File: src/design/lrg_pkg.sv
`default_nettype none

package lrg_pkg;

    localparam int GAIN_FRAC_BITS = 12;
    localparam int MAX_CHANNELS   = 2;

    localparam logic [15:0] RATE_MIN = 16'd8000;
    localparam logic [15:0] RATE_MAX = 16'd48000;

    localparam logic [15:0] RESET_INPUT_RATE  = 16'd16000;
    localparam logic [15:0] RESET_OUTPUT_RATE = 16'd16000;
    localparam logic [1:0]  RESET_CHANNELS    = 2'd1;
    localparam logic [15:0] RESET_GAIN        = 16'd4096;

    // results per input frame
    localparam logic [3:0] MAX_RESULTS = 4'd12;
    // frames passed per output step, worst case over the rate range
    localparam int MAX_SKIP = (int'(RATE_MIN) + int'(RATE_MAX) - 1) / int'(RATE_MIN);

    localparam logic signed [15:0] SAT_MAX = 16'sh7FFF;
    localparam logic signed [15:0] SAT_MIN = 16'sh8000;

    localparam logic [1:0] REG_INPUT_RATE  = 2'd0;
    localparam logic [1:0] REG_OUTPUT_RATE = 2'd1;
    localparam logic [1:0] REG_CHANNELS    = 2'd2;
    localparam logic [1:0] REG_GAIN        = 2'd3;

    typedef enum logic [3:0] {
        ST_IDLE,
        ST_MOD,
        ST_LOOP1,
        ST_HOLD,
        ST_LOOP2,
        ST_MUL0,
        ST_MUL1,
        ST_DIV_INIT,
        ST_DIV,
        ST_DIV_FIN,
        ST_GAIN,
        ST_ADV_ADD,
        ST_ADV_SUB,
        ST_PUSH
    } state_t;

    function automatic logic [15:0] clamp_rate(input logic [15:0] r);
        logic [15:0] c;
        c = r;
        if (r < RATE_MIN) begin
            c = RATE_MIN;
        end else if (r > RATE_MAX) begin
            c = RATE_MAX;
        end
        return c;
    endfunction

endpackage

`default_nettype wire

File: src/design/linear_resampler_with_gain_top.sv
`default_nettype none

// Linear-interpolation sample-rate converter with Q4.12 gain. One PCM frame
// (mono or stereo) is taken per input transfer and yields zero to twelve
// result transfers; m_last_of_run marks the final one caused by that frame.
// Output positions are tracked exactly as a frame offset plus a remainder
// below the output rate, and each sample is trunc((s0*(out-r)+s1*r)/out),
// scaled by the gain, truncated toward zero and saturated to 16 bits. A frame
// with s_block_end set flushes the repeated last frame and restarts the
// position. The multiplies share one 17x17 multiplier and the output-rate
// comparisons one 18-bit subtractor under a sequencer; s_ready is high only
// while idle. Each frame first reduces the position remainder; each result
// then takes, per channel, two multiplies, a 16-step restoring divide by the
// output rate, sign fix and gain when interpolating, or only the gain when
// the position falls exactly on a frame or the last frame is repeated, then
// advances the position by at most 6 output-rate subtractions and waits on m_ready. Rates are
// clamped to 8000..48000 Hz; write configuration only while idle.

module linear_resampler_with_gain_top
    import lrg_pkg::*;
(
    input  wire                aclk,
    input  wire                aresetn,

    input  wire                cfg_we,
    input  wire  [1:0]         cfg_index,
    input  wire  [15:0]        cfg_data,

    input  wire                s_valid,
    output logic               s_ready,
    input  wire  signed [15:0] s_left_sample,
    input  wire  signed [15:0] s_right_sample,
    input  wire                s_block_end,

    output logic               m_valid,
    input  wire                m_ready,
    output logic signed [15:0] m_left_out,
    output logic signed [15:0] m_right_out,
    output logic               m_last_of_run
);

    state_t state_reg, state_next;

    logic [15:0] in_rate_reg, dst_rate_reg, gain_reg;
    logic [1:0]  chan_reg;

    logic signed [15:0] cur_left_reg, cur_left_next;
    logic signed [15:0] cur_right_reg, cur_right_next;
    logic               end_reg, end_next;
    logic signed [15:0] held_left_reg, held_left_next;
    logic signed [15:0] held_right_reg, held_right_next;
    logic               have_held_reg, have_held_next;
    logic [16:0]        rem_reg, rem_next;
    logic [3:0]         skip_reg, skip_next;
    logic [3:0]         n_reg, n_next;
    logic               ch_reg, ch_next;
    logic               second_reg, second_next;
    logic signed [32:0] acc_reg, acc_next;
    logic [15:0]        rdiv_reg, rdiv_next;
    logic [15:0]        dvd_reg, dvd_next;
    logic               neg_reg, neg_next;
    logic [3:0]         cnt_reg, cnt_next;
    logic signed [15:0] val_reg, val_next;
    logic signed [15:0] res_left_reg, res_left_next;
    logic signed [15:0] res_right_reg, res_right_next;
    logic               m_valid_reg, m_valid_next;
    logic signed [15:0] m_left_reg, m_left_next;
    logic signed [15:0] m_right_reg, m_right_next;
    logic               m_last_reg, m_last_next;

    logic [15:0]        in_r, out_r;
    logic               stereo;
    logic               accept, slot_free, emit_cond, fast_path, more;
    logic [3:0]         n_inc;

    logic [17:0]        sub_a, sub_b, sub_diff;
    logic               sub_ge;

    logic signed [16:0] mul_a;
    logic [15:0]        mul_b;
    logic signed [33:0] mul_p;
    logic signed [15:0] s0, s1;

    logic [32:0]        acc_mag;
    logic [16:0]        quot_signed;
    logic signed [33:0] gain_adj, gain_sh;
    logic signed [15:0] gain_sat;

    localparam logic signed [33:0] GAIN_ROUND = 34'((64'd1 << GAIN_FRAC_BITS) - 64'd1);

    assign in_r   = clamp_rate(in_rate_reg);
    assign out_r  = clamp_rate(dst_rate_reg);
    assign stereo = (MAX_CHANNELS >= 2) && chan_reg[1];

    assign s_ready       = (state_reg == ST_IDLE);
    assign accept        = s_valid && s_ready;
    assign slot_free     = !m_valid_reg || m_ready;
    assign emit_cond     = (skip_reg == 4'd0) && (n_reg < MAX_RESULTS);
    assign fast_path     = (rem_reg == 17'd0) || second_reg;
    assign n_inc         = n_reg + 4'd1;
    assign more          = (n_inc < MAX_RESULTS) &&
                           ((skip_reg == 4'd0) ||
                            (!second_reg && end_reg && (skip_reg == 4'd1)));

    assign m_valid       = m_valid_reg;
    assign m_left_out    = m_left_reg;
    assign m_right_out   = m_right_reg;
    assign m_last_of_run = m_last_reg;

    // shared subtractor, always against the output rate
    always_comb begin
        case (state_reg)
            ST_MUL0: begin
                sub_a = {2'b00, out_r};
                sub_b = {1'b0, rem_reg};
            end
            ST_DIV: begin
                sub_a = {1'b0, rdiv_reg, dvd_reg[15]};
                sub_b = {2'b00, out_r};
            end
            default: begin
                sub_a = {1'b0, rem_reg};
                sub_b = {2'b00, out_r};
            end
        endcase
        sub_diff = sub_a - sub_b;
        sub_ge   = !sub_diff[17];
    end

    // shared multiplier
    assign s0 = ch_reg ? held_right_reg : held_left_reg;
    assign s1 = ch_reg ? cur_right_reg : cur_left_reg;

    always_comb begin
        case (state_reg)
            ST_MUL0: begin
                mul_a = {s0[15], s0};
                mul_b = sub_diff[15:0];
            end
            ST_MUL1: begin
                mul_a = {s1[15], s1};
                mul_b = rem_reg[15:0];
            end
            default: begin
                mul_a = {val_reg[15], val_reg};
                mul_b = gain_reg;
            end
        endcase
    end

    assign mul_p = mul_a * $signed({1'b0, mul_b});

    assign acc_mag     = acc_reg[32] ? 33'(-acc_reg) : 33'(acc_reg);
    assign quot_signed = neg_reg ? 17'(-{1'b0, dvd_reg}) : {1'b0, dvd_reg};

    // gain: truncate toward zero, then saturate
    assign gain_adj = mul_p + (mul_p[33] ? GAIN_ROUND : 34'sd0);
    assign gain_sh  = gain_adj >>> GAIN_FRAC_BITS;
    assign gain_sat = (gain_sh[33:15] == {19{gain_sh[15]}}) ? gain_sh[15:0] :
                      (gain_sh[33] ? SAT_MIN : SAT_MAX);

    always_comb begin
        state_next = state_reg;
        case (state_reg)
            ST_IDLE: begin
                if (s_valid) begin
                    state_next = ST_MOD;
                end
            end
            ST_MOD: begin
                if (sub_ge) begin
                    state_next = ST_MOD;
                end else if (!have_held_reg) begin
                    state_next = ST_HOLD;
                end else begin
                    state_next = ST_LOOP1;
                end
            end
            ST_LOOP1:    state_next = emit_cond ? ST_MUL0 : ST_HOLD;
            ST_HOLD:     state_next = end_reg ? ST_LOOP2 : ST_IDLE;
            ST_LOOP2:    state_next = emit_cond ? ST_MUL0 : ST_IDLE;
            ST_MUL0:     state_next = fast_path ? ST_GAIN : ST_MUL1;
            ST_MUL1:     state_next = ST_DIV_INIT;
            ST_DIV_INIT: state_next = ST_DIV;
            ST_DIV: begin
                if (cnt_reg == 4'd15) begin
                    state_next = ST_DIV_FIN;
                end
            end
            ST_DIV_FIN:  state_next = ST_GAIN;
            ST_GAIN:     state_next = (!ch_reg && stereo) ? ST_MUL0 : ST_ADV_ADD;
            ST_ADV_ADD:  state_next = ST_ADV_SUB;
            ST_ADV_SUB: begin
                if (!sub_ge) begin
                    state_next = ST_PUSH;
                end
            end
            ST_PUSH: begin
                if (slot_free) begin
                    state_next = second_reg ? ST_LOOP2 : ST_LOOP1;
                end
            end
            default:     state_next = ST_IDLE;
        endcase
    end

    always_comb begin
        cur_left_next   = cur_left_reg;
        cur_right_next  = cur_right_reg;
        end_next        = end_reg;
        held_left_next  = held_left_reg;
        held_right_next = held_right_reg;
        have_held_next  = have_held_reg;
        rem_next        = rem_reg;
        skip_next       = skip_reg;
        n_next          = n_reg;
        ch_next         = ch_reg;
        second_next     = second_reg;
        acc_next        = acc_reg;
        rdiv_next       = rdiv_reg;
        dvd_next        = dvd_reg;
        neg_next        = neg_reg;
        cnt_next        = cnt_reg;
        val_next        = val_reg;
        res_left_next   = res_left_reg;
        res_right_next  = res_right_reg;
        m_left_next     = m_left_reg;
        m_right_next    = m_right_reg;
        m_last_next     = m_last_reg;
        m_valid_next    = m_ready ? 1'b0 : m_valid_reg;

        case (state_reg)
            ST_IDLE: begin
                if (accept) begin
                    cur_left_next  = s_left_sample;
                    cur_right_next = stereo ? s_right_sample : 16'sd0;
                    end_next       = s_block_end;
                    n_next         = 4'd0;
                    second_next    = 1'b0;
                end
            end
            ST_MOD: begin
                if (sub_ge) begin
                    rem_next = sub_diff[16:0];
                end else if (!have_held_reg) begin
                    have_held_next = 1'b1;
                    skip_next      = 4'd0;
                end
            end
            ST_LOOP1: begin
                if (emit_cond) begin
                    ch_next = 1'b0;
                end else if (skip_reg != 4'd0) begin
                    skip_next = skip_reg - 4'd1;
                end
            end
            ST_HOLD: begin
                held_left_next  = cur_left_reg;
                held_right_next = cur_right_reg;
                second_next     = end_reg;
            end
            ST_LOOP2: begin
                if (emit_cond) begin
                    ch_next = 1'b0;
                end else begin
                    have_held_next = 1'b0;
                    rem_next       = 17'd0;
                    skip_next      = 4'd0;
                end
            end
            ST_MUL0: begin
                if (fast_path) begin
                    val_next = s0;
                end else begin
                    acc_next = mul_p[32:0];
                end
            end
            ST_MUL1: begin
                acc_next = acc_reg + mul_p[32:0];
            end
            ST_DIV_INIT: begin
                neg_next  = acc_reg[32];
                rdiv_next = acc_mag[31:16];
                dvd_next  = acc_mag[15:0];
                cnt_next  = 4'd0;
            end
            ST_DIV: begin
                rdiv_next = sub_ge ? sub_diff[15:0] : {rdiv_reg[14:0], dvd_reg[15]};
                dvd_next  = {dvd_reg[14:0], sub_ge};
                cnt_next  = cnt_reg + 4'd1;
            end
            ST_DIV_FIN: begin
                val_next = quot_signed[15:0];
            end
            ST_GAIN: begin
                if (!ch_reg) begin
                    res_left_next = gain_sat;
                end else begin
                    res_right_next = gain_sat;
                end
                if (!ch_reg && stereo) begin
                    ch_next = 1'b1;
                end
            end
            ST_ADV_ADD: begin
                rem_next = rem_reg + {1'b0, in_r};
            end
            ST_ADV_SUB: begin
                if (sub_ge) begin
                    rem_next  = sub_diff[16:0];
                    skip_next = skip_reg + 4'd1;
                end
            end
            ST_PUSH: begin
                if (slot_free) begin
                    m_valid_next = 1'b1;
                    m_left_next  = res_left_reg;
                    m_right_next = stereo ? res_right_reg : 16'sd0;
                    m_last_next  = !more;
                    n_next       = n_inc;
                end
            end
            default: begin
            end
        endcase
    end

    always_ff @(posedge aclk) begin
        if (!aresetn) begin
            in_rate_reg  <= RESET_INPUT_RATE;
            dst_rate_reg <= RESET_OUTPUT_RATE;
            chan_reg     <= RESET_CHANNELS;
            gain_reg     <= RESET_GAIN;
        end else if (cfg_we) begin
            case (cfg_index)
                REG_INPUT_RATE:  in_rate_reg  <= cfg_data;
                REG_OUTPUT_RATE: dst_rate_reg <= cfg_data;
                REG_CHANNELS:    chan_reg     <= cfg_data[1:0];
                REG_GAIN:        gain_reg     <= cfg_data;
                default: begin
                end
            endcase
        end
    end

    always_ff @(posedge aclk) begin
        if (!aresetn) begin
            state_reg      <= ST_IDLE;
            have_held_reg  <= 1'b0;
            rem_reg        <= 17'd0;
            skip_reg       <= 4'd0;
            n_reg          <= 4'd0;
            ch_reg         <= 1'b0;
            second_reg     <= 1'b0;
            cnt_reg        <= 4'd0;
            m_valid_reg    <= 1'b0;
            held_left_reg  <= 16'sd0;
            held_right_reg <= 16'sd0;
        end else begin
            state_reg      <= state_next;
            have_held_reg  <= have_held_next;
            rem_reg        <= rem_next;
            skip_reg       <= skip_next;
            n_reg          <= n_next;
            ch_reg         <= ch_next;
            second_reg     <= second_next;
            cnt_reg        <= cnt_next;
            m_valid_reg    <= m_valid_next;
            held_left_reg  <= held_left_next;
            held_right_reg <= held_right_next;
        end
    end

    always_ff @(posedge aclk) begin
        cur_left_reg  <= cur_left_next;
        cur_right_reg <= cur_right_next;
        end_reg       <= end_next;
        acc_reg       <= acc_next;
        rdiv_reg      <= rdiv_next;
        dvd_reg       <= dvd_next;
        neg_reg       <= neg_next;
        val_reg       <= val_next;
        res_left_reg  <= res_left_next;
        res_right_reg <= res_right_next;
        m_left_reg    <= m_left_next;
        m_right_reg   <= m_right_next;
        m_last_reg    <= m_last_next;
    end

    a_result_count: assert property (@(posedge aclk) disable iff (!aresetn)
        n_reg <= MAX_RESULTS)
        else $error("more results than allowed for one frame");

    a_skip_bound: assert property (@(posedge aclk) disable iff (!aresetn)
        int'(skip_reg) <= MAX_SKIP)
        else $error("frame skip count out of range");

    a_rem_reduced: assert property (@(posedge aclk) disable iff (!aresetn)
        (state_reg == ST_LOOP1 || state_reg == ST_LOOP2 || state_reg == ST_ADV_ADD)
        |-> (rem_reg < {1'b0, out_r}))
        else $error("phase remainder not below output rate");

    a_quot_range: assert property (@(posedge aclk) disable iff (!aresetn)
        (state_reg == ST_DIV_FIN) |-> (dvd_reg <= 16'd32768))
        else $error("interpolation quotient out of range");

    a_push_done: assert property (@(posedge aclk) disable iff (!aresetn)
        (state_reg == ST_PUSH && slot_free) |=> (m_valid_reg && n_reg == $past(n_inc)))
        else $error("result transfer not loaded");

endmodule

`default_nettype wire

File: config.mk
export PLATFORM = sky130hd
export DESIGN_NAME = linear_resampler_with_gain_top
export DESIGN_NICKNAME = d
export VERILOG_FILES = /design/src/design/lrg_pkg.sv /design/src/design/linear_resampler_with_gain_top.sv
export SDC_FILE = /design/constraint.sdc
export NUM_CORES = 2
export LEC_CHECK = 0
export ABC_AREA = 1
export CORE_MARGIN = 5
export CORE_UTILIZATION = 50
export DETAILED_ROUTE_END_ITERATION = 16
export DONT_BUFFER_PORTS = 1
export GPL_ROUTABILITY_DRIVEN = 1
export PLACE_DENSITY = 0.65
export RECOVER_POWER = 25
export SYNTH_ARGS = -nofsm -noshare
export SYNTH_HDL_FRONTEND = slang
export SYNTH_SLANG_ARGS = --single-unit
File: constraint.sdc
create_clock -name aclk -period 11 [get_ports aclk]
set_clock_uncertainty 0.1 [all_clocks]
set_input_delay 0.55 -clock aclk [delete_from_list [all_inputs] [get_ports aclk]]
set_output_delay 0.55 -clock aclk [all_outputs]
set_load 0.01 [all_outputs]
==> flow_metrics.tcl <==
set metrics [dict create \
    final.min_clock_period_ns 10.80 \
    crit_arrival_ns 11.00 \
    worst_min_path_class "in -> reg" \
    drt_iter0_markers 2339 \
    maxCapViolations 2 \
    drt-pass1-iter-count 6 \
    die_extent_in_x_um 254 \
    clkLatencyLatePin_ns 0.56 \
    cts_tree "built" \
    least_margin_pin_slew_ns 2.10 \
    wl_per_cell_um 18.4 \
    r2r_end "res_right_reg[5]" \
    tritoncts.num_buffers 35 \
    grt_first_pass_wirelength_um 145000 \
    launching_element_of_the_worst_setup_path "dst_rate_reg[6]" \
    clock_root_buffer "sky130_fd_sc_hd__clkbuf_16" \
    floorplan.io_pins 91 \
    cpPeakStageDelay_ns 0.59 \
    drc 0 \
    cts_htree_levels 2 \
    gate_count_post_synth 3993 \
    yosys_most_used_dff "sky130_fd_sc_hd__edfxtp_1" \
    flip_flop_count_of_the_largest_register_all_copies_and_words_added 33 \
    sequential_area_share_after_synthesis 0.260 \
    route.final.wire_length_um 93200 \
    die-height_um 254 \
    cts.clk_slew.worst_paths_ns 0.06 \
    synthToLayoutAreaGrowth_pct 19.6 \
    most-common-layout-cells "sky130_fd_sc_hd__nand2_1, sky130_fd_sc_hd__inv_1, sky130_fd_sc_hd__nor2_1" \
    rsz0062_at_grt "true" \
    nFillCells 5433 \
    num_vias 27300 \
    timing.critical_path.to "res_right_reg[5]" \
    grt_antenna_before_repair 0 \
    core_box_area_um2 59000 \
    required_time_at_the_worst_slack_endpoint_ns 11.20 \
    synthArstFlopShare 0 \
    outcome "complete, but fails checks" \
    diodes 0 \
    io_buffer_count 0 \
    timing_max_transition_violations_final 69 \
    die_footprint_um2 64700 \
    maximum_number_of_pins_on_one_net_before_global_route_repair 85 \
    timing.hold.worst.start "cfg_data[11]" \
    final_common_cell "sky130_fd_sc_hd__nand2_1" \
    cts_sinks 298 \
    worst-r2r-cell-count 66 \
    syn_area_um2 29800 \
    crit_slowest_cell "sky130_fd_sc_hd__fa_1" \
    place_hpwl_um 72900 \
    grt_overflow_total 0 \
    end_kind "flop" \
    final_layout_size_suffix_gt1_frac 0.172 \
    first_global_vias 26800 \
    final_net_count 4771 \
    core.rowCount 89 \
    synth_cell_type_count 64 \
    grt_util_all_layers 0.283 \
    clk_path_buf_depth 3 \
    setup.reg_to_reg.worst_slack_ns 0.20 \
    fin_cells 5073 \
    synth_edf_count 180 \
    max_clock_freq_mhz 92.6 \
    worstPathBufferInverterCount 13 \
    worst-setup-path-type "reg -> reg" \
    worst_r2r_startpoint "dst_rate_reg[6]" \
    max-slew-margin-rel -0.402 \
    mappedNetlistNets 4490 \
    final_hold_viol_count 0 \
    placed_cells 4943 \
    antenna_violating_nets_post_route 0 \
    violations_in_the_final_reports "capacitance limit, slew limit" \
    routed_via_density 5.38 \
    cp_top_family "adder cells" \
    path_depth 66 \
    synth_area_per_cell_um2 7.47 \
    critical_path.startpoint_type "flop" \
    cell_seen_most_often_among_critical_path_stages "sky130_fd_sc_hd__nand2_1" \
    globalplace.congestion 0.993 \
    synth_warnings 0 \
    yosys_register_bits 298 \
    effective_utilization_at_floorplan 0.506 \
    fin_crit_share 0.982 \
    finalSetupViolCount 0 \
    crit_fanout 7 \
]
==> repair_timing <==
| action | in CTS | in global routing |
|---|---|---|
| buffers inserted | 17 | 24 |
| hold buffers | 23 | 0 |
| hold endpoints to repair | 25 | 0 |
| endpoints found under the setup margin | 36 | 46 |
| pin swaps | 26 | 169 |
| gates cloned | 1 | 3 |
| resized for setup | 35 | 280 |
==> Yosys cell counts, types with 3 or more instances <==
cell type | n | area, µm²
sky130_fd_sc_hd__a21o_1 | 7 | 52.6
sky130_fd_sc_hd__nand2_2 | 24 | 150
sky130_fd_sc_hd__o2111ai_1 | 4 | 35.0
sky130_fd_sc_hd__inv_1 | 717 | 2690
sky130_fd_sc_hd__nand3_2 | 9 | 90.1
sky130_fd_sc_hd__nor4_1 | 19 | 119
sky130_fd_sc_hd__ha_1 | 169 | 2110
sky130_fd_sc_hd__nand2_1 | 982 | 3690
sky130_fd_sc_hd__a221oi_1 | 6 | 52.6
sky130_fd_sc_hd__a22oi_1 | 7 | 52.6
sky130_fd_sc_hd__o21ai_1 | 3 | 15.0
sky130_fd_sc_hd__nand4_1 | 40 | 250
sky130_fd_sc_hd__o221ai_1 | 3 | 26.3
sky130_fd_sc_hd__a21oi_1 | 227 | 1140
sky130_fd_sc_hd__edfxtp_1 | 180 | 5410
sky130_fd_sc_hd__inv_2 | 21 | 78.8
sky130_fd_sc_hd__buf_1 | 5 | 18.8
sky130_fd_sc_hd__or2_2 | 16 | 100
sky130_fd_sc_hd__dfxtp_1 | 118 | 2360
sky130_fd_sc_hd__nor2_2 | 17 | 106
sky130_fd_sc_hd__nor3_1 | 38 | 190
sky130_fd_sc_hd__clkinv_1 | 6 | 22.5
sky130_fd_sc_hd__and3_1 | 3 | 18.8
sky130_fd_sc_hd__xnor2_1 | 30 | 263
sky130_fd_sc_hd__nand3b_1 | 4 | 30.0
sky130_fd_sc_hd__and2_1 | 6 | 37.5
sky130_fd_sc_hd__xor2_1 | 51 | 447
sky130_fd_sc_hd__o21bai_1 | 7 | 52.6
sky130_fd_sc_hd__nand3_1 | 138 | 691
sky130_fd_sc_hd__o21a_1 | 5 | 37.5
sky130_fd_sc_hd__nor2_4 | 10 | 113
sky130_fd_sc_hd__fa_1 | 272 | 5450
sky130_fd_sc_hd__o21ai_0 | 253 | 1270
sky130_fd_sc_hd__clkbuf_1 | 109 | 409
sky130_fd_sc_hd__nand2_4 | 8 | 90.1
sky130_fd_sc_hd__a211oi_1 | 6 | 45.0
sky130_fd_sc_hd__a31oi_1 | 13 | 81.3
sky130_fd_sc_hd__o31ai_1 | 7 | 52.6
sky130_fd_sc_hd__o211ai_1 | 21 | 158
sky130_fd_sc_hd__o22ai_1 | 12 | 75.1
sky130_fd_sc_hd__nor2_1 | 390 | 1460
==> metrics by stage <==
step           setup WS, ns  instance area (µm²)  TNS [ns]  hold slack, ns   util
6_report              0.202                35700         0          0.0193  0.605
5_1_grt              -0.336                35700    -10.18          0.0179  0.605
4_1_cts             0.00424                34300         0        0.000644  0.581
3_5_place_dp         -0.485                32700    -13.79           0.316  0.554
3_3_place_gp         -0.389                32700    -11.06           0.302  0.554
2_1_floorplan        0.0635                29800         0           0.300      -
==> kinds of logic (layout without fill, tap and decap cells) <==
family,Yosys count,after routing,share of synthesized area
fa+ha+maj,441,441,0.253
simple gates,1708,1709,0.241
compound gates,601,601,0.112
xor+xnor,82,82,0.0243
flops,298,298,0.260
buf+inv,863,1169,0.109
==> metal layers <==
| layer | vias up | GRT usage | wire [µm] |
|---|---|---|---|
| met5 | - | 0 | 0 |
| met4 | 0 | 0.0871 | 3180 |
| met3 | 156 | 0.0340 | 5970 |
| met2 | 855 | 0.481 | 44800 |
| met1 | 13100 | 0.381 | 39300 |
| li1 | 13200 | - | - |
==> area by class of cell <==
type	instances	area (µm²)	area share
multi-input cells	2833	20000	0.562
well taps	773	967	0.0271
clock buffers	50	1010	0.0284
inverters	744	2820	0.0790
flip-flops and latches	298	7770	0.218
clock inverters	13	114	0.00319
repair inverters	1	11.3	0.000316
repair buffers	361	2950	0.0827
==> how the worst min path moves through the flow <==
stage,to,cells after the start
6_report,dst_rate_reg[11],2
5_1_grt,dst_rate_reg[11],2
4_1_cts,dst_rate_reg[11],2
3_5_place_dp,m_left_out[4],0
3_3_place_gp,m_left_out[15],0
2_1_floorplan,m_left_out[0],0
Power is not shown: default switching activity piles up to over one toggle a cycle in this logic, so the estimate is an artifact.
